`src/sv/two_region_memory_budget_unit_defines.svh`:
```
// Assertion macros for the two-region memory budget unit.
// Included by the top level; no other dependencies.
`ifndef TWO_REGION_MEMORY_BUDGET_UNIT_DEFINES_SVH
`define TWO_REGION_MEMORY_BUDGET_UNIT_DEFINES_SVH

// Check that a condition holds at every clock edge outside reset
`define TRMB_ASSERT_ALWAYS(label, clk, rst, expr) \
   label: assert property (@(posedge clk) disable iff (rst) (expr)) \
      else $error("trmb: invariant violated");

// Check that a condition in one cycle implies another in the next cycle
`define TRMB_ASSERT_NEXT(label, clk, rst, ante, cons) \
   label: assert property (@(posedge clk) disable iff (rst) (ante) |=> (cons)) \
      else $error("trmb: next-cycle check violated");

`endif

```
`src/sv/trmb_pkg.sv`:
```
// Shared types, codes and constants of the two-region memory budget unit.
// No dependencies; used by the ALU, the sequencer and the top level.
`default_nettype none

package trmb_pkg;

   // Defaults for the top-level parameters
   localparam int ROLE_COUNT_DEF = 8;
   localparam int BYTE_WIDTH_DEF = 32;

   // Fixed field widths
   localparam int REG_WIDTH  = 32;
   localparam int CMD_WIDTH  = 2;
   localparam int ROLE_WIDTH = 3;
   localparam int CSR_INDEX_WIDTH = 2;

   // Packed word widths: role, internal_bytes, external_bytes padded to bytes
   localparam int REQ_TDATA_WIDTH = 72;
   // Seven 32-bit counters and holdings
   localparam int RSP_TDATA_WIDTH = 224;

   // Role codes with a fixed meaning
   localparam logic [ROLE_WIDTH-1:0] ROLE_NONE    = 3'd0;
   localparam logic [ROLE_WIDTH-1:0] ROLE_CONTROL = 3'd1;
   localparam logic [ROLE_WIDTH-1:0] ROLE_POOL    = 3'd2;
   localparam logic [ROLE_WIDTH-1:0] ROLE_RETIRED = 3'd3;

   typedef enum logic [CMD_WIDTH-1:0] {
      CMD_RESERVE = 2'd0,
      CMD_RELEASE = 2'd1,
      CMD_RETIRE  = 2'd2,
      CMD_CLEAR   = 2'd3
   } cmd_type;

   typedef enum logic [CSR_INDEX_WIDTH-1:0] {
      CSR_INTERNAL_LIMIT   = 2'd0,
      CSR_EXTERNAL_LIMIT   = 2'd1,
      CSR_CONTROL_HEADROOM = 2'd2
   } csr_index_type;

   // Operand sources of the shared add/subtract unit
   typedef enum logic [4:0] {
      OPND_LIM0,
      OPND_LIM1,
      OPND_USE0,
      OPND_USE1,
      OPND_AMT0,
      OPND_AMT1,
      OPND_HDRM,
      OPND_TMP,
      OPND_TMP2,
      OPND_PEAK0,
      OPND_PEAK1,
      OPND_HELD0_ROLE,
      OPND_HELD1_ROLE,
      OPND_HELD0_CTRL,
      OPND_HELD0_POOL,
      OPND_HELD1_POOL,
      OPND_HELD0_RET,
      OPND_HELD1_RET
   } opnd_type;

   // Write-back targets of the shared unit
   typedef enum logic [3:0] {
      DST_NONE,
      DST_TMP,
      DST_TMP2,
      DST_USE0,
      DST_USE1,
      DST_PEAK0,
      DST_PEAK1,
      DST_HELD0_ROLE,
      DST_HELD1_ROLE,
      DST_HELD0_POOL,
      DST_HELD1_POOL,
      DST_HELD0_RET,
      DST_HELD1_RET,
      DST_FAIL
   } dest_type;

   typedef enum logic [4:0] {
      ST_IDLE,
      ST_R_FREE0,
      ST_R_CHK0,
      ST_R_FREE1,
      ST_R_CHK1,
      ST_R_DATA,
      ST_R_ROOM,
      ST_R_ROOM2,
      ST_R_CHK2,
      ST_L_CHK0,
      ST_L_CHK1,
      ST_T_CHK0,
      ST_T_CHK1,
      ST_DECIDE,
      ST_A_USE0,
      ST_A_HELD0,
      ST_A_PEAK0,
      ST_A_USE1,
      ST_A_HELD1,
      ST_A_PEAK1,
      ST_L_USE0,
      ST_L_USE1,
      ST_L_HELD0,
      ST_L_HELD1,
      ST_T_POOL0,
      ST_T_RET0,
      ST_T_POOL1,
      ST_T_RET1,
      ST_REFUSE,
      ST_CLEAR,
      ST_DONE
   } state_type;

   // Sequencer to datapath
   typedef struct packed {
      opnd_type a_sel;
      opnd_type b_sel;
      logic     sub;
      dest_type dst;
      logic     refuse;
      logic     clear;
      logic     rsp_load;
      logic     idle;
   } seq_ctrl_type;

   // Datapath to sequencer
   typedef struct packed {
      logic    req_valid;
      cmd_type req_cmd;
      cmd_type cmd;
      logic    role_ctrl;
      logic    fail;
      logic    rsp_free;
   } seq_stat_type;

   // A role is usable when it is not "none" and has holding slots
   function automatic logic role_ok(logic [ROLE_WIDTH-1:0] r, int count);
      return (r != ROLE_NONE) && (int'(r) < count);
   endfunction

endpackage

`default_nettype wire

```
`src/sv/two_region_memory_budget_unit.sv`:
```
// Top level of the two-region memory budget unit: accounting registers,
// operand selection, output register. Depends on trmb_pkg, trmb_alu, trmb_seq.
//
// Usage:
//   req channel: one command word per handshake (cmd in tuser; role and the
//   internal and external byte amounts in tdata). rsp channel: one result
//   word per command (ok flag in tuser; reject count, region totals, peaks
//   and the addressed role's holdings in tdata). csr port: write enable,
//   register index and data; write only while no command is in flight.
//   Reserve for a non-control role adds a headroom test that takes four ALU
//   passes. All arithmetic goes through one shared add/subtract unit, one pass
//   per cycle, so the command sequence length sets the rate; req_tready rises
//   again at the edge that raises rsp_tvalid. Reset clears all counters,
//   holdings and limits. If the receiver stalls, the result waits in the output
//   register while the next command is accepted and processed; that command
//   then holds before its own result is loaded.
`default_nettype none
`include "two_region_memory_budget_unit_defines.svh"

module two_region_memory_budget_unit #(
   parameter int ROLE_COUNT = trmb_pkg::ROLE_COUNT_DEF,
   parameter int BYTE_WIDTH = trmb_pkg::BYTE_WIDTH_DEF
) (
   input  wire logic                                  clock,
   input  wire logic                                  reset,
   // req_tdata: role[2:0], internal_bytes[34:3], external_bytes[66:35], zero pad
   input  wire logic                                  req_tvalid,
   output logic                                       req_tready,
   input  wire logic [trmb_pkg::REQ_TDATA_WIDTH-1:0]  req_tdata,
   // req_tuser: cmd[1:0]
   input  wire logic [trmb_pkg::CMD_WIDTH-1:0]        req_tuser,
   output logic                                       rsp_tvalid,
   input  wire logic                                  rsp_tready,
   // rsp_tdata: reject_count, internal_in_use, external_in_use, internal_peak,
   // external_peak, role_internal_held, role_external_held (32 bits each)
   output logic [trmb_pkg::RSP_TDATA_WIDTH-1:0]       rsp_tdata,
   // rsp_tuser: ok
   output logic                                       rsp_tuser,
   input  wire logic                                  csr_we,
   input  wire logic [trmb_pkg::CSR_INDEX_WIDTH-1:0]  csr_index,
   input  wire logic [trmb_pkg::REG_WIDTH-1:0]        csr_wdata
);

   localparam int RoleIdxW = $clog2(ROLE_COUNT);
   localparam logic [RoleIdxW-1:0] CtrlIdx = RoleIdxW'(trmb_pkg::ROLE_CONTROL);
   localparam logic [RoleIdxW-1:0] PoolIdx = RoleIdxW'(trmb_pkg::ROLE_POOL);
   localparam logic [RoleIdxW-1:0] RetIdx  = RoleIdxW'(trmb_pkg::ROLE_RETIRED);
   localparam int RW = trmb_pkg::REG_WIDTH;

   // Configuration registers
   logic [RW-1:0] int_limit_ff, ext_limit_ff, headroom_ff;

   // Latched command
   trmb_pkg::cmd_type                 cmd_ff, cmd_in;
   logic [trmb_pkg::ROLE_WIDTH-1:0]   role_ff, role_in;
   logic [BYTE_WIDTH-1:0]             amt0_ff, amt0_in, amt1_ff, amt1_in;
   logic                              fail_ff, fail_in;
   logic [BYTE_WIDTH-1:0]             tmp_ff, tmp_in, tmp2_ff, tmp2_in;

   // Accounting state
   logic [BYTE_WIDTH-1:0] use0_ff, use0_in, use1_ff, use1_in;
   logic [BYTE_WIDTH-1:0] peak0_ff, peak0_in, peak1_ff, peak1_in;
   logic [BYTE_WIDTH-1:0] held0_ff [ROLE_COUNT];
   logic [BYTE_WIDTH-1:0] held0_in [ROLE_COUNT];
   logic [BYTE_WIDTH-1:0] held1_ff [ROLE_COUNT];
   logic [BYTE_WIDTH-1:0] held1_in [ROLE_COUNT];
   logic [RW-1:0]         refusals_ff, refusals_in;

   // Output register
   logic                                  rsp_valid_ff, rsp_valid_in;
   logic                                  rsp_ok_ff, rsp_ok_in;
   logic [trmb_pkg::RSP_TDATA_WIDTH-1:0]  rsp_data_ff, rsp_data_in;

   trmb_pkg::seq_ctrl_type ctrl;
   trmb_pkg::seq_stat_type stat;

   logic                  req_fire;
   logic                  role_valid;
   logic [RoleIdxW-1:0]   role_idx;
   logic [BYTE_WIDTH-1:0] held_role0, held_role1;
   logic [BYTE_WIDTH-1:0] lim0, lim1, hdrm;
   logic [BYTE_WIDTH-1:0] alu_a, alu_b, alu_res;
   logic                  alu_borrow;
   logic [trmb_pkg::ROLE_WIDTH-1:0] req_role;
   logic                  peaks_hold;

   assign req_tready = ctrl.idle;
   assign req_fire   = req_tvalid & ctrl.idle;
   assign req_role   = req_tdata[2:0];

   assign role_valid = trmb_pkg::role_ok(role_ff, ROLE_COUNT);
   assign role_idx   = RoleIdxW'(role_ff);
   assign held_role0 = role_valid ? held0_ff[role_idx] : '0;
   assign held_role1 = role_valid ? held1_ff[role_idx] : '0;

   assign lim0 = BYTE_WIDTH'(int_limit_ff);
   assign lim1 = BYTE_WIDTH'(ext_limit_ff);
   assign hdrm = BYTE_WIDTH'(headroom_ff);

   // Status to the sequencer
   assign stat.req_valid = req_tvalid;
   assign stat.req_cmd   = trmb_pkg::cmd_type'(req_tuser);
   assign stat.cmd       = cmd_ff;
   assign stat.role_ctrl = (role_ff == trmb_pkg::ROLE_CONTROL);
   assign stat.fail      = fail_ff;
   assign stat.rsp_free  = ~rsp_valid_ff | rsp_tready;

   trmb_seq u_seq (
      .clock (clock),
      .reset (reset),
      .stat  (stat),
      .ctrl  (ctrl)
   );

   // Operand A select
   always_comb begin
      unique case (ctrl.a_sel)
         trmb_pkg::OPND_LIM0:       alu_a = lim0;
         trmb_pkg::OPND_LIM1:       alu_a = lim1;
         trmb_pkg::OPND_USE0:       alu_a = use0_ff;
         trmb_pkg::OPND_USE1:       alu_a = use1_ff;
         trmb_pkg::OPND_AMT0:       alu_a = amt0_ff;
         trmb_pkg::OPND_AMT1:       alu_a = amt1_ff;
         trmb_pkg::OPND_HDRM:       alu_a = hdrm;
         trmb_pkg::OPND_TMP:        alu_a = tmp_ff;
         trmb_pkg::OPND_TMP2:       alu_a = tmp2_ff;
         trmb_pkg::OPND_PEAK0:      alu_a = peak0_ff;
         trmb_pkg::OPND_PEAK1:      alu_a = peak1_ff;
         trmb_pkg::OPND_HELD0_ROLE: alu_a = held_role0;
         trmb_pkg::OPND_HELD1_ROLE: alu_a = held_role1;
         trmb_pkg::OPND_HELD0_CTRL: alu_a = held0_ff[CtrlIdx];
         trmb_pkg::OPND_HELD0_POOL: alu_a = held0_ff[PoolIdx];
         trmb_pkg::OPND_HELD1_POOL: alu_a = held1_ff[PoolIdx];
         trmb_pkg::OPND_HELD0_RET:  alu_a = held0_ff[RetIdx];
         trmb_pkg::OPND_HELD1_RET:  alu_a = held1_ff[RetIdx];
         default:                   alu_a = '0;
      endcase
   end

   // Operand B select
   always_comb begin
      unique case (ctrl.b_sel)
         trmb_pkg::OPND_LIM0:       alu_b = lim0;
         trmb_pkg::OPND_LIM1:       alu_b = lim1;
         trmb_pkg::OPND_USE0:       alu_b = use0_ff;
         trmb_pkg::OPND_USE1:       alu_b = use1_ff;
         trmb_pkg::OPND_AMT0:       alu_b = amt0_ff;
         trmb_pkg::OPND_AMT1:       alu_b = amt1_ff;
         trmb_pkg::OPND_HDRM:       alu_b = hdrm;
         trmb_pkg::OPND_TMP:        alu_b = tmp_ff;
         trmb_pkg::OPND_TMP2:       alu_b = tmp2_ff;
         trmb_pkg::OPND_PEAK0:      alu_b = peak0_ff;
         trmb_pkg::OPND_PEAK1:      alu_b = peak1_ff;
         trmb_pkg::OPND_HELD0_ROLE: alu_b = held_role0;
         trmb_pkg::OPND_HELD1_ROLE: alu_b = held_role1;
         trmb_pkg::OPND_HELD0_CTRL: alu_b = held0_ff[CtrlIdx];
         trmb_pkg::OPND_HELD0_POOL: alu_b = held0_ff[PoolIdx];
         trmb_pkg::OPND_HELD1_POOL: alu_b = held1_ff[PoolIdx];
         trmb_pkg::OPND_HELD0_RET:  alu_b = held0_ff[RetIdx];
         trmb_pkg::OPND_HELD1_RET:  alu_b = held1_ff[RetIdx];
         default:                   alu_b = '0;
      endcase
   end

   trmb_alu #(
      .BYTE_WIDTH (BYTE_WIDTH)
   ) u_alu (
      .a      (alu_a),
      .b      (alu_b),
      .sub    (ctrl.sub),
      .res    (alu_res),
      .borrow (alu_borrow)
   );

   // Next state of the datapath registers
   always_comb begin
      cmd_in      = cmd_ff;
      role_in     = role_ff;
      amt0_in     = amt0_ff;
      amt1_in     = amt1_ff;
      fail_in     = fail_ff;
      tmp_in      = tmp_ff;
      tmp2_in     = tmp2_ff;
      use0_in     = use0_ff;
      use1_in     = use1_ff;
      peak0_in    = peak0_ff;
      peak1_in    = peak1_ff;
      held0_in    = held0_ff;
      held1_in    = held1_ff;
      refusals_in = refusals_ff;

      // Latch a new command word; an unusable role fails reserve and release
      if (req_fire) begin
         cmd_in  = trmb_pkg::cmd_type'(req_tuser);
         role_in = req_role;
         amt0_in = BYTE_WIDTH'(req_tdata[34:3]);
         amt1_in = BYTE_WIDTH'(req_tdata[66:35]);
         fail_in = ((trmb_pkg::cmd_type'(req_tuser) == trmb_pkg::CMD_RESERVE) ||
                    (trmb_pkg::cmd_type'(req_tuser) == trmb_pkg::CMD_RELEASE)) &&
                   !trmb_pkg::role_ok(req_role, ROLE_COUNT);
      end

      // Write back the shared unit's result
      unique case (ctrl.dst)
         trmb_pkg::DST_NONE:       ;
         trmb_pkg::DST_TMP:        tmp_in  = alu_res;
         trmb_pkg::DST_TMP2:       tmp2_in = alu_res;
         trmb_pkg::DST_USE0:       use0_in = alu_res;
         trmb_pkg::DST_USE1:       use1_in = alu_res;
         trmb_pkg::DST_PEAK0:      if (alu_borrow) peak0_in = use0_ff;
         trmb_pkg::DST_PEAK1:      if (alu_borrow) peak1_in = use1_ff;
         trmb_pkg::DST_HELD0_ROLE: held0_in[role_idx] = alu_res;
         trmb_pkg::DST_HELD1_ROLE: held1_in[role_idx] = alu_res;
         trmb_pkg::DST_HELD0_POOL: held0_in[PoolIdx] = alu_res;
         trmb_pkg::DST_HELD1_POOL: held1_in[PoolIdx] = alu_res;
         trmb_pkg::DST_HELD0_RET:  held0_in[RetIdx] = alu_res;
         trmb_pkg::DST_HELD1_RET:  held1_in[RetIdx] = alu_res;
         trmb_pkg::DST_FAIL:       if (alu_borrow) fail_in = 1'b1;
         default:                  ;
      endcase

      // Count a refused reserve, saturating
      if (ctrl.refuse && (refusals_ff != '1)) begin
         refusals_in = refusals_ff + RW'(1);
      end

      // Clear counters: zero rejects, reset peaks to current use
      if (ctrl.clear) begin
         refusals_in = '0;
         peak0_in    = use0_ff;
         peak1_in    = use1_ff;
      end
   end

   // Output register next state
   always_comb begin
      rsp_ok_in   = rsp_ok_ff;
      rsp_data_in = rsp_data_ff;
      if (ctrl.rsp_load) begin
         rsp_valid_in = 1'b1;
      end else if (rsp_tready) begin
         rsp_valid_in = 1'b0;
      end else begin
         rsp_valid_in = rsp_valid_ff;
      end
      if (ctrl.rsp_load) begin
         rsp_ok_in   = (cmd_ff == trmb_pkg::CMD_CLEAR) | ~fail_ff;
         rsp_data_in = {RW'(held_role1), RW'(held_role0),
                        RW'(peak1_ff), RW'(peak0_ff),
                        RW'(use1_ff), RW'(use0_ff), refusals_ff};
      end
   end

   // Control and accounting registers
   always_ff @(posedge clock) begin
      if (reset) begin
         int_limit_ff <= '0;
         ext_limit_ff <= '0;
         headroom_ff  <= '0;
         use0_ff      <= '0;
         use1_ff      <= '0;
         peak0_ff     <= '0;
         peak1_ff     <= '0;
         refusals_ff  <= '0;
         fail_ff      <= 1'b0;
         rsp_valid_ff <= 1'b0;
         for (int i = 0; i < ROLE_COUNT; i++) begin
            held0_ff[i] <= '0;
            held1_ff[i] <= '0;
         end
      end else begin
         if (csr_we) begin
            unique case (trmb_pkg::csr_index_type'(csr_index))
               trmb_pkg::CSR_INTERNAL_LIMIT:   int_limit_ff <= csr_wdata;
               trmb_pkg::CSR_EXTERNAL_LIMIT:   ext_limit_ff <= csr_wdata;
               trmb_pkg::CSR_CONTROL_HEADROOM: headroom_ff  <= csr_wdata;
               default: ;
            endcase
         end
         use0_ff      <= use0_in;
         use1_ff      <= use1_in;
         peak0_ff     <= peak0_in;
         peak1_ff     <= peak1_in;
         refusals_ff  <= refusals_in;
         fail_ff      <= fail_in;
         rsp_valid_ff <= rsp_valid_in;
         held0_ff     <= held0_in;
         held1_ff     <= held1_in;
      end
   end

   // Payload registers
   always_ff @(posedge clock) begin
      cmd_ff      <= cmd_in;
      role_ff     <= role_in;
      amt0_ff     <= amt0_in;
      amt1_ff     <= amt1_in;
      tmp_ff      <= tmp_in;
      tmp2_ff     <= tmp2_in;
      rsp_ok_ff   <= rsp_ok_in;
      rsp_data_ff <= rsp_data_in;
   end

   assign rsp_tvalid = rsp_valid_ff;
   assign rsp_tdata  = rsp_data_ff;
   assign rsp_tuser  = rsp_ok_ff;

   assign peaks_hold = (peak0_ff >= use0_ff) && (peak1_ff >= use1_ff);

   // Between commands the high-water marks cover the current use
   `TRMB_ASSERT_ALWAYS(a_peak_covers_use, clock, reset, !ctrl.idle || peaks_hold)
   // The "none" role never holds bytes
   `TRMB_ASSERT_ALWAYS(a_none_role_empty, clock, reset, (held0_ff[0] == '0) && (held1_ff[0] == '0))
   // The reject counter only falls on a clear
   `TRMB_ASSERT_NEXT(a_refusals_monotonic, clock, reset, !ctrl.clear, refusals_ff >= $past(refusals_ff))
   // The sequencer leaves idle once a command word is taken
   `TRMB_ASSERT_NEXT(a_busy_after_accept, clock, reset, req_fire, !ctrl.idle)

endmodule

`default_nettype wire

```
`src/sv/trmb_alu.sv`:
```
// Shared add/subtract unit of the memory budget unit.
// Subtract saturates at zero and flags a borrow; add wraps at the width.
`default_nettype none

module trmb_alu #(
   parameter int BYTE_WIDTH = trmb_pkg::BYTE_WIDTH_DEF
) (
   input  wire logic [BYTE_WIDTH-1:0] a,
   input  wire logic [BYTE_WIDTH-1:0] b,
   input  wire logic                  sub,
   output logic      [BYTE_WIDTH-1:0] res,
   output logic                      borrow
);

   logic [BYTE_WIDTH:0]   diff;
   logic [BYTE_WIDTH-1:0] sum;

   // One wide subtract and one wide add
   assign diff = {1'b0, a} - {1'b0, b};
   assign sum  = a + b;

   assign borrow = sub & diff[BYTE_WIDTH];

   always_comb begin
      if (sub) begin
         res = diff[BYTE_WIDTH] ? '0 : diff[BYTE_WIDTH-1:0];
      end else begin
         res = sum;
      end
   end

endmodule

`default_nettype wire

```
`src/sv/trmb_seq.sv`:
```
// Command sequencer of the memory budget unit: steps the shared ALU through
// the checks and updates of each command. Depends on trmb_pkg.
`default_nettype none

module trmb_seq (
   input  wire logic                  clock,
   input  wire logic                  reset,
   input  wire trmb_pkg::seq_stat_type stat,
   output trmb_pkg::seq_ctrl_type     ctrl
);

   trmb_pkg::state_type state_ff;
   trmb_pkg::state_type state_in;

   // State register
   always_ff @(posedge clock) begin
      if (reset) begin
         state_ff <= trmb_pkg::ST_IDLE;
      end else begin
         state_ff <= state_in;
      end
   end

   // Next state and ALU control
   always_comb begin
      state_in      = state_ff;
      ctrl.a_sel    = trmb_pkg::OPND_LIM0;
      ctrl.b_sel    = trmb_pkg::OPND_USE0;
      ctrl.sub      = 1'b1;
      ctrl.dst      = trmb_pkg::DST_NONE;
      ctrl.refuse   = 1'b0;
      ctrl.clear    = 1'b0;
      ctrl.rsp_load = 1'b0;
      ctrl.idle     = 1'b0;

      unique case (state_ff)
         trmb_pkg::ST_IDLE: begin
            ctrl.idle = 1'b1;
            if (stat.req_valid) begin
               unique case (stat.req_cmd)
                  trmb_pkg::CMD_RESERVE: state_in = trmb_pkg::ST_R_FREE0;
                  trmb_pkg::CMD_RELEASE: state_in = trmb_pkg::ST_L_CHK0;
                  trmb_pkg::CMD_RETIRE:  state_in = trmb_pkg::ST_T_CHK0;
                  trmb_pkg::CMD_CLEAR:   state_in = trmb_pkg::ST_CLEAR;
               endcase
            end
         end

         // Reserve: free space of each region against the amount
         trmb_pkg::ST_R_FREE0: begin
            ctrl.a_sel = trmb_pkg::OPND_LIM0;
            ctrl.b_sel = trmb_pkg::OPND_USE0;
            ctrl.dst   = trmb_pkg::DST_TMP;
            state_in   = trmb_pkg::ST_R_CHK0;
         end
         trmb_pkg::ST_R_CHK0: begin
            ctrl.a_sel = trmb_pkg::OPND_TMP;
            ctrl.b_sel = trmb_pkg::OPND_AMT0;
            ctrl.dst   = trmb_pkg::DST_FAIL;
            state_in   = trmb_pkg::ST_R_FREE1;
         end
         trmb_pkg::ST_R_FREE1: begin
            ctrl.a_sel = trmb_pkg::OPND_LIM1;
            ctrl.b_sel = trmb_pkg::OPND_USE1;
            ctrl.dst   = trmb_pkg::DST_TMP;
            state_in   = trmb_pkg::ST_R_CHK1;
         end
         trmb_pkg::ST_R_CHK1: begin
            ctrl.a_sel = trmb_pkg::OPND_TMP;
            ctrl.b_sel = trmb_pkg::OPND_AMT1;
            ctrl.dst   = trmb_pkg::DST_FAIL;
            state_in   = stat.role_ctrl ? trmb_pkg::ST_DECIDE : trmb_pkg::ST_R_DATA;
         end

         // Reserve, non-control roles: keep the control headroom clear
         trmb_pkg::ST_R_DATA: begin
            ctrl.a_sel = trmb_pkg::OPND_USE0;
            ctrl.b_sel = trmb_pkg::OPND_HELD0_CTRL;
            ctrl.dst   = trmb_pkg::DST_TMP;
            state_in   = trmb_pkg::ST_R_ROOM;
         end
         trmb_pkg::ST_R_ROOM: begin
            ctrl.a_sel = trmb_pkg::OPND_LIM0;
            ctrl.b_sel = trmb_pkg::OPND_HDRM;
            ctrl.dst   = trmb_pkg::DST_TMP2;
            state_in   = trmb_pkg::ST_R_ROOM2;
         end
         trmb_pkg::ST_R_ROOM2: begin
            ctrl.a_sel = trmb_pkg::OPND_TMP2;
            ctrl.b_sel = trmb_pkg::OPND_TMP;
            ctrl.dst   = trmb_pkg::DST_TMP;
            state_in   = trmb_pkg::ST_R_CHK2;
         end
         trmb_pkg::ST_R_CHK2: begin
            ctrl.a_sel = trmb_pkg::OPND_TMP;
            ctrl.b_sel = trmb_pkg::OPND_AMT0;
            ctrl.dst   = trmb_pkg::DST_FAIL;
            state_in   = trmb_pkg::ST_DECIDE;
         end

         // Release: the role must hold both amounts
         trmb_pkg::ST_L_CHK0: begin
            ctrl.a_sel = trmb_pkg::OPND_HELD0_ROLE;
            ctrl.b_sel = trmb_pkg::OPND_AMT0;
            ctrl.dst   = trmb_pkg::DST_FAIL;
            state_in   = trmb_pkg::ST_L_CHK1;
         end
         trmb_pkg::ST_L_CHK1: begin
            ctrl.a_sel = trmb_pkg::OPND_HELD1_ROLE;
            ctrl.b_sel = trmb_pkg::OPND_AMT1;
            ctrl.dst   = trmb_pkg::DST_FAIL;
            state_in   = trmb_pkg::ST_DECIDE;
         end

         // Retire: the pool must hold both amounts
         trmb_pkg::ST_T_CHK0: begin
            ctrl.a_sel = trmb_pkg::OPND_HELD0_POOL;
            ctrl.b_sel = trmb_pkg::OPND_AMT0;
            ctrl.dst   = trmb_pkg::DST_FAIL;
            state_in   = trmb_pkg::ST_T_CHK1;
         end
         trmb_pkg::ST_T_CHK1: begin
            ctrl.a_sel = trmb_pkg::OPND_HELD1_POOL;
            ctrl.b_sel = trmb_pkg::OPND_AMT1;
            ctrl.dst   = trmb_pkg::DST_FAIL;
            state_in   = trmb_pkg::ST_DECIDE;
         end

         // Branch to the update sequence or drop the command
         trmb_pkg::ST_DECIDE: begin
            if (stat.fail) begin
               state_in = (stat.cmd == trmb_pkg::CMD_RESERVE) ?
                          trmb_pkg::ST_REFUSE : trmb_pkg::ST_DONE;
            end else begin
               unique case (stat.cmd)
                  trmb_pkg::CMD_RESERVE: state_in = trmb_pkg::ST_A_USE0;
                  trmb_pkg::CMD_RELEASE: state_in = trmb_pkg::ST_L_USE0;
                  trmb_pkg::CMD_RETIRE:  state_in = trmb_pkg::ST_T_POOL0;
                  trmb_pkg::CMD_CLEAR:   state_in = trmb_pkg::ST_DONE;
               endcase
            end
         end

         // Reserve updates: totals, role holdings, high water
         trmb_pkg::ST_A_USE0: begin
            ctrl.a_sel = trmb_pkg::OPND_USE0;
            ctrl.b_sel = trmb_pkg::OPND_AMT0;
            ctrl.sub   = 1'b0;
            ctrl.dst   = trmb_pkg::DST_USE0;
            state_in   = trmb_pkg::ST_A_HELD0;
         end
         trmb_pkg::ST_A_HELD0: begin
            ctrl.a_sel = trmb_pkg::OPND_HELD0_ROLE;
            ctrl.b_sel = trmb_pkg::OPND_AMT0;
            ctrl.sub   = 1'b0;
            ctrl.dst   = trmb_pkg::DST_HELD0_ROLE;
            state_in   = trmb_pkg::ST_A_PEAK0;
         end
         trmb_pkg::ST_A_PEAK0: begin
            ctrl.a_sel = trmb_pkg::OPND_PEAK0;
            ctrl.b_sel = trmb_pkg::OPND_USE0;
            ctrl.dst   = trmb_pkg::DST_PEAK0;
            state_in   = trmb_pkg::ST_A_USE1;
         end
         trmb_pkg::ST_A_USE1: begin
            ctrl.a_sel = trmb_pkg::OPND_USE1;
            ctrl.b_sel = trmb_pkg::OPND_AMT1;
            ctrl.sub   = 1'b0;
            ctrl.dst   = trmb_pkg::DST_USE1;
            state_in   = trmb_pkg::ST_A_HELD1;
         end
         trmb_pkg::ST_A_HELD1: begin
            ctrl.a_sel = trmb_pkg::OPND_HELD1_ROLE;
            ctrl.b_sel = trmb_pkg::OPND_AMT1;
            ctrl.sub   = 1'b0;
            ctrl.dst   = trmb_pkg::DST_HELD1_ROLE;
            state_in   = trmb_pkg::ST_A_PEAK1;
         end
         trmb_pkg::ST_A_PEAK1: begin
            ctrl.a_sel = trmb_pkg::OPND_PEAK1;
            ctrl.b_sel = trmb_pkg::OPND_USE1;
            ctrl.dst   = trmb_pkg::DST_PEAK1;
            state_in   = trmb_pkg::ST_DONE;
         end

         // Release updates
         trmb_pkg::ST_L_USE0: begin
            ctrl.a_sel = trmb_pkg::OPND_USE0;
            ctrl.b_sel = trmb_pkg::OPND_AMT0;
            ctrl.dst   = trmb_pkg::DST_USE0;
            state_in   = trmb_pkg::ST_L_USE1;
         end
         trmb_pkg::ST_L_USE1: begin
            ctrl.a_sel = trmb_pkg::OPND_USE1;
            ctrl.b_sel = trmb_pkg::OPND_AMT1;
            ctrl.dst   = trmb_pkg::DST_USE1;
            state_in   = trmb_pkg::ST_L_HELD0;
         end
         trmb_pkg::ST_L_HELD0: begin
            ctrl.a_sel = trmb_pkg::OPND_HELD0_ROLE;
            ctrl.b_sel = trmb_pkg::OPND_AMT0;
            ctrl.dst   = trmb_pkg::DST_HELD0_ROLE;
            state_in   = trmb_pkg::ST_L_HELD1;
         end
         trmb_pkg::ST_L_HELD1: begin
            ctrl.a_sel = trmb_pkg::OPND_HELD1_ROLE;
            ctrl.b_sel = trmb_pkg::OPND_AMT1;
            ctrl.dst   = trmb_pkg::DST_HELD1_ROLE;
            state_in   = trmb_pkg::ST_DONE;
         end

         // Retire updates: move bytes from pool to retired pool
         trmb_pkg::ST_T_POOL0: begin
            ctrl.a_sel = trmb_pkg::OPND_HELD0_POOL;
            ctrl.b_sel = trmb_pkg::OPND_AMT0;
            ctrl.dst   = trmb_pkg::DST_HELD0_POOL;
            state_in   = trmb_pkg::ST_T_RET0;
         end
         trmb_pkg::ST_T_RET0: begin
            ctrl.a_sel = trmb_pkg::OPND_HELD0_RET;
            ctrl.b_sel = trmb_pkg::OPND_AMT0;
            ctrl.sub   = 1'b0;
            ctrl.dst   = trmb_pkg::DST_HELD0_RET;
            state_in   = trmb_pkg::ST_T_POOL1;
         end
         trmb_pkg::ST_T_POOL1: begin
            ctrl.a_sel = trmb_pkg::OPND_HELD1_POOL;
            ctrl.b_sel = trmb_pkg::OPND_AMT1;
            ctrl.dst   = trmb_pkg::DST_HELD1_POOL;
            state_in   = trmb_pkg::ST_T_RET1;
         end
         trmb_pkg::ST_T_RET1: begin
            ctrl.a_sel = trmb_pkg::OPND_HELD1_RET;
            ctrl.b_sel = trmb_pkg::OPND_AMT1;
            ctrl.sub   = 1'b0;
            ctrl.dst   = trmb_pkg::DST_HELD1_RET;
            state_in   = trmb_pkg::ST_DONE;
         end

         trmb_pkg::ST_REFUSE: begin
            ctrl.refuse = 1'b1;
            state_in    = trmb_pkg::ST_DONE;
         end
         trmb_pkg::ST_CLEAR: begin
            ctrl.clear = 1'b1;
            state_in   = trmb_pkg::ST_DONE;
         end

         // Hold until the output register is free
         trmb_pkg::ST_DONE: begin
            if (stat.rsp_free) begin
               ctrl.rsp_load = 1'b1;
               state_in      = trmb_pkg::ST_IDLE;
            end
         end

         default: begin
            state_in = trmb_pkg::ST_IDLE;
         end
      endcase
   end

endmodule

`default_nettype wire
```
`config.mk`:
```
export PLATFORM = sky130hd
export DESIGN_NAME = two_region_memory_budget_unit
export DESIGN_NICKNAME = d
export VERILOG_FILES = /design/src/sv/trmb_pkg.sv /design/src/sv/two_region_memory_budget_unit.sv /design/src/sv/trmb_alu.sv /design/src/sv/trmb_seq.sv
export VERILOG_INCLUDE_DIRS = /design/src /design/src/sv
export SDC_FILE = /design/constraint.sdc
export NUM_CORES = 2
export LEC_CHECK = 0
export BUFFER_PORTS_ARGS = -buffer_cell sky130_fd_sc_hd__buf_2
export CORE_MARGIN = 2
export CORE_UTILIZATION = 35
export DETAILED_ROUTE_END_ITERATION = 16
export PLACE_DENSITY = 0.5
export SYNTH_ARGS = -nofsm -noshare
export SYNTH_HDL_FRONTEND = slang
export SYNTH_HIERARCHICAL = 1
export SYNTH_SLANG_ARGS = --single-unit
```
`constraint.sdc`:
```
create_clock -name clock -period 11.4 [get_ports clock]
set_clock_uncertainty 0.1 [all_clocks]
set_input_delay 0 -clock clock [delete_from_list [all_inputs] [get_ports clock]]
set_output_delay 0 -clock clock [all_outputs]
set_load 0.05 [all_outputs]
```
==> results <==
- The run finished, with violations left.
- The final reports fail on slew limit.
- The signal on the critical path passes through buf_4, nand2_1, nor2_1, a21oi_1, o21ai_1, nor2b_1, buf_4, and3_1, a22oi_1, nand2_1, nor4_1, o221ai_1, ha_1, inv_1, a2111oi_0, a311o_1, a211o_1, a31oi_4, o311a_4, nor2_4, nor2_1, nor2_2, nand2_1, a21oi_1.
- The worst reg-to-reg setup slack is about 1.4 ns.
- The die span in x is between 300 and 400 um.
- For the worst setup path, the data arrival time is approximately 11 ns.
- Using the TritonRoute via totals, the vias-per-cell ratio works out to 6.08.
- At the pin with the least slew margin, the transition time is ~3.9 ns.
- After the first detailed-routing iteration, the DRC count stood at about 7800.
- The number of vias in the routed layout is between 40000 and 50000.
- After synthesis, the share of flip-flops with an asynchronous set or reset is 0%.
- Synthesis handed over a netlist of about 5800 instances.
- The first-pass detailed-route iteration total is 9.
- Timing would allow up to around 100 MHz.
- For this run, the number of Yosys warnings is 6.
- Of all nets on the critical path, the largest fanout is 23.
- The type of the most critical hold path is input port to flop.
- In this run the most critical hold path is launched from req_tuser[0].
- In the synthesized netlist the dominant register cell turns out to be sky130_fd_sc_hd__dfxtp_1.
- The combined area of all synthesized cells is approximately 0.051 mm^2.
- The number of filler instances in the final layout is around 14000.
- The site row count is 140.
- Counting stages on the worst path, the most repeated cell is sky130_fd_sc_hd__nand2_1.
- The number of clock buffers inserted by TritonCTS is between 100 and 150.
- The number of remaining DRC errors is 0.
- The clock transition at the registers of the reported paths is 0.06 ns.
- The TritonCTS clock tree is yes.
- Dividing the final minimum period by the clock period gives 87.9%.
- The die height is 386 um.
- The number of H-tree branching levels is 3.
- For the worst setup path, the data required time is 11.93 ns.
- The worst register-to-register path begins at u_seq/state_ff[3]$_SDFFE_PP0P_.
- The worst slew margin relative to its limit is -158%.
- 340 I/O pins were placed.
- The number of global-route vias before repair is 44500.
- The largest net degree at the start of global routing is 201.
- The setup TNS after final layout is 0 ns.
- After detailed routing, the average wire length per cell comes to between 30 and 40 um.
- A synthesized cell averages 8.80 um^2.
- The post-synthesis net count is about 6000.
- The clock latency on the worst-skew pair is 0.80 ns.
- The total of flip-flops plus latches after synthesis is between 1000 and 1500.
- After clock tree synthesis, the repair step resized 0 gates.
- The area of the die is around 0.15 mm^2.
- The area inside the core boundary is 0.145 mm^2.
- Once detail routing completed, the nets flagged for antenna violations numbered 0.
- The final layout contains routed wiring with a total length of 248 mm.
- The final estimated routing congestion in global placement is 1.01.
- The finished layout holds 8176 standard cells, fillers aside.
- The standard cell with the maximum stage delay on the critical path is sky130_fd_sc_hd__nor4_1.
- In this run, synthesis inferred roughly 360 flip-flops with an integrated enable.
- The area growth from synthesis to layout is 19.3%.
- The end point of the most critical hold path is u_seq/state_ff[2]$_SDFFE_PP0P_.
- The worst hold path stage count is 4.
- Max-cap violations in this run came to 0.
- The critical path in this run is classified as flop to flop.
- Of the synthesized area, sequential elements account for around half.
- The post-CTS setup buffer count is 0.
- Global routing consumed, over all layers together, about a third of the routing resources.
- The final max-slew violation count is 60.
- Input and output buffers added on the ports amount to 334.
- The count of clock tree sinks is around 1100.
- The first global-routing pass estimated 345 mm of wire.
- The sort of element at the end of the critical path is a flop.
- The final critical path time including I/O delays and setup is about 10 ns.
- The tree is rooted in a sky130_fd_sc_hd__clkbuf_16.
- The net count of the finished layout is 6335.
- The number of hold violations in the final report is 0.
- The instance count after placement with tap cells included is a little under 8000.
- The number of different library cells used by synthesis comes to 106.
- Detailed placement finished with a half-perimeter wire length of between 150 and 200 mm.
- The worst flop-to-flop path endpoint is held1_ff[0]$_SDFFE_PP0P_.
- The worst reg-to-reg path cell count is 24.
- The initial core utilization is a little over a third.
- The nature of the critical path startpoint is a flop.
- On the worst path, the slowest cell contributes a delay of 1.02 ns.
- Setup violations remaining at the end of the flow were counted as 0.
- The initial antenna violation count is 12.
- Setup repair after global routing left no endpoint under its margin.
- Cells with a size suffix above 1 make up between 10 and 15% of the layout.
- The worst-case clock buffer depth is 3.
- Summed over all layers, the global routing overflow is 0.
==> cells in the final DEF, fill, tap and decap left out, types with 16 or more instances in the layout <==
cell	count
sky130_fd_sc_hd__o21ai_0	75
sky130_fd_sc_hd__xor2_1	24
sky130_fd_sc_hd__edfxtp_1	358
sky130_fd_sc_hd__nor4_1	25
sky130_fd_sc_hd__inv_1	119
sky130_fd_sc_hd__ha_1	68
sky130_fd_sc_hd__o22ai_1	16
sky130_fd_sc_hd__mux2i_1	52
sky130_fd_sc_hd__nor2_1	132
sky130_fd_sc_hd__a222oi_1	42
sky130_fd_sc_hd__and3_1	19
sky130_fd_sc_hd__a211oi_1	19
sky130_fd_sc_hd__clkbuf_1	19
sky130_fd_sc_hd__nand2_1	1523
sky130_fd_sc_hd__nor2_2	22
sky130_fd_sc_hd__dlygate4sd3_1	222
sky130_fd_sc_hd__a21oi_1	791
sky130_fd_sc_hd__clkbuf_16	120
sky130_fd_sc_hd__a22o_1	78
sky130_fd_sc_hd__nand2b_1	35
sky130_fd_sc_hd__o211ai_1	19
sky130_fd_sc_hd__buf_2	333
sky130_fd_sc_hd__nand3_1	74
sky130_fd_sc_hd__nor3_1	34
sky130_fd_sc_hd__a221o_1	26
sky130_fd_sc_hd__a221oi_1	82
sky130_fd_sc_hd__dfxtp_1	711
sky130_fd_sc_hd__clkinv_2	24
sky130_fd_sc_hd__a21o_1	17
sky130_fd_sc_hd__or3_1	23
sky130_fd_sc_hd__a31oi_1	21
sky130_fd_sc_hd__buf_4	175
sky130_fd_sc_hd__mux2_2	59
sky130_fd_sc_hd__nor2b_1	21
sky130_fd_sc_hd__a22oi_1	402
sky130_fd_sc_hd__nand4_1	73
sky130_fd_sc_hd__and4_1	16
==> cell families (layout without fill, tap and decap cells) <==
family | count (synthesis) | count (layout) | share of synthesized area (%)
muxes | 130 | 130 | 3.00
DFF | 1069 | 1069 | 48.9
xor gates and xnor gates | 34 | 34 | 0.583
adders and majority gates | 70 | 70 | 1.74
AOI/OAI and AO/OA | 1769 | 1769 | 22.8
other | 1 | 4 | 0.00734
buffers and inverters | 640 | 1084 | 5.40
and+or+nand+nor | 2099 | 2099 | 17.6
==> layer usage <==
metal | routed length, um | up-vias | global-route usage (%) | part of all wire (%)
met3 | 30800 | 528 | 9.28 | 12
met2 | 100000 | 3249 | 45.0 | 40
met5 | 44 | - | 0 | 0.018
met4 | 9040 | 6 | 9.83 | 3.6
met1 | 108000 | 24300 | 46.6 | 44
li1 | - | 21600 | - | -
==> cell usage after synthesis (25+ instances only) <==
library cell / count / share of area [%]
sky130_fd_sc_hd__nand2_1: 1523 / 11
sky130_fd_sc_hd__a21oi_1: 793 / 7.8
sky130_fd_sc_hd__dfxtp_1: 711 / 28
sky130_fd_sc_hd__a22oi_1: 402 / 5.9
sky130_fd_sc_hd__edfxtp_1: 358 / 21
sky130_fd_sc_hd__clkbuf_1: 323 / 2.4
sky130_fd_sc_hd__buf_2: 153 / 1.5
sky130_fd_sc_hd__nor2_1: 153 / 1.1
sky130_fd_sc_hd__inv_1: 119 / 0.87
sky130_fd_sc_hd__a221oi_1: 82 / 1.4
sky130_fd_sc_hd__a22o_1: 78 / 1.3
sky130_fd_sc_hd__o21ai_0: 75 / 0.73
sky130_fd_sc_hd__nand3_1: 74 / 0.72
sky130_fd_sc_hd__nand4_1: 73 / 0.89
sky130_fd_sc_hd__ha_1: 68 / 1.7
sky130_fd_sc_hd__mux2_2: 59 / 1.3
sky130_fd_sc_hd__mux2i_1: 52 / 1.0
sky130_fd_sc_hd__nor3_1: 44 / 0.43
sky130_fd_sc_hd__a222oi_1: 42 / 0.82
sky130_fd_sc_hd__nand2b_1: 35 / 0.43
sky130_fd_sc_hd__a221o_1: 26 / 0.51
sky130_fd_sc_hd__nor4_1: 25 / 0.31
==> worst max-delay path: cells and delay by family (launching register included) <==
kind | cells | cell delay, ns
adders and majority gates | 1 | 0.67
and+or+nand+nor | 10 | 4.15
AOI/OAI and AO/OA | 10 | 3.38
DFF | 1 | 0.72
buffers and inverters | 3 | 0.82
==> final cells by class <==
class | instances | area, um^2 | share of cell area (%)
diodes | 3 | 7.51 | 0.0123
repair buffers | 740 | 5400 | 8.85
well taps | 1917 | 2400 | 3.93
multi-input cells | 4103 | 23700 | 38.8
inverters | 120 | 450 | 0.738
clock inverters | 74 | 868 | 1.42
flip-flops and latches | 1069 | 25000 | 41.0
clock buffers | 150 | 3220 | 5.28
==> metrics by stage <==
stage	hold WS (ns)	setup slack [ns]	cell area [um^2]	utilization, %
after floorplan	-0.0213	4.59	51100	-
after global placement	0.0782	1.94	54700	37.6
after detailed placement	0.0781	1.86	54700	37.6
after CTS	0.00258	1.84	61000	42.0
after global routing	0.0590	1.21	61000	42.0
final	0.0396	1.38	61000	42.0
==> how the worst max path moves through the flow <==
stage	start	endpoint	slack [ns]
finish	u_seq/state_ff[3]$_SDFFE_PP0P_	held1_ff[0]$_SDFFE_PP0P_	1.38
global route	u_seq/state_ff[3]$_SDFFE_PP0P_	held1_ff[0]$_SDFFE_PP0P_	1.21
CTS	u_seq/state_ff[3]$_SDFFE_PP0P_	peak0_ff[20]$_SDFFE_PP0P_	1.84
detailed placement	u_seq/state_ff[3]$_SDFFE_PP0P_	peak0_ff[20]$_SDFFE_PP0P_	1.86
global placement	u_seq/state_ff[3]$_SDFFE_PP0P_	peak0_ff[26]$_SDFFE_PP0P_	1.94
floorplan	u_seq/state_ff[1]$_SDFFE_PP0P_	rsp_tdata[0]$_DFFE_PP_	4.59
==> timing repair <==
item                                    CTS  global route
hold buffers                            222             0
endpoints found under the setup margin    0             0
hold endpoints to repair                328             0
Power is left out: the tool's default activity adds up to more than one toggle a clock period on the data nets, which glitch-free logic cannot reach.
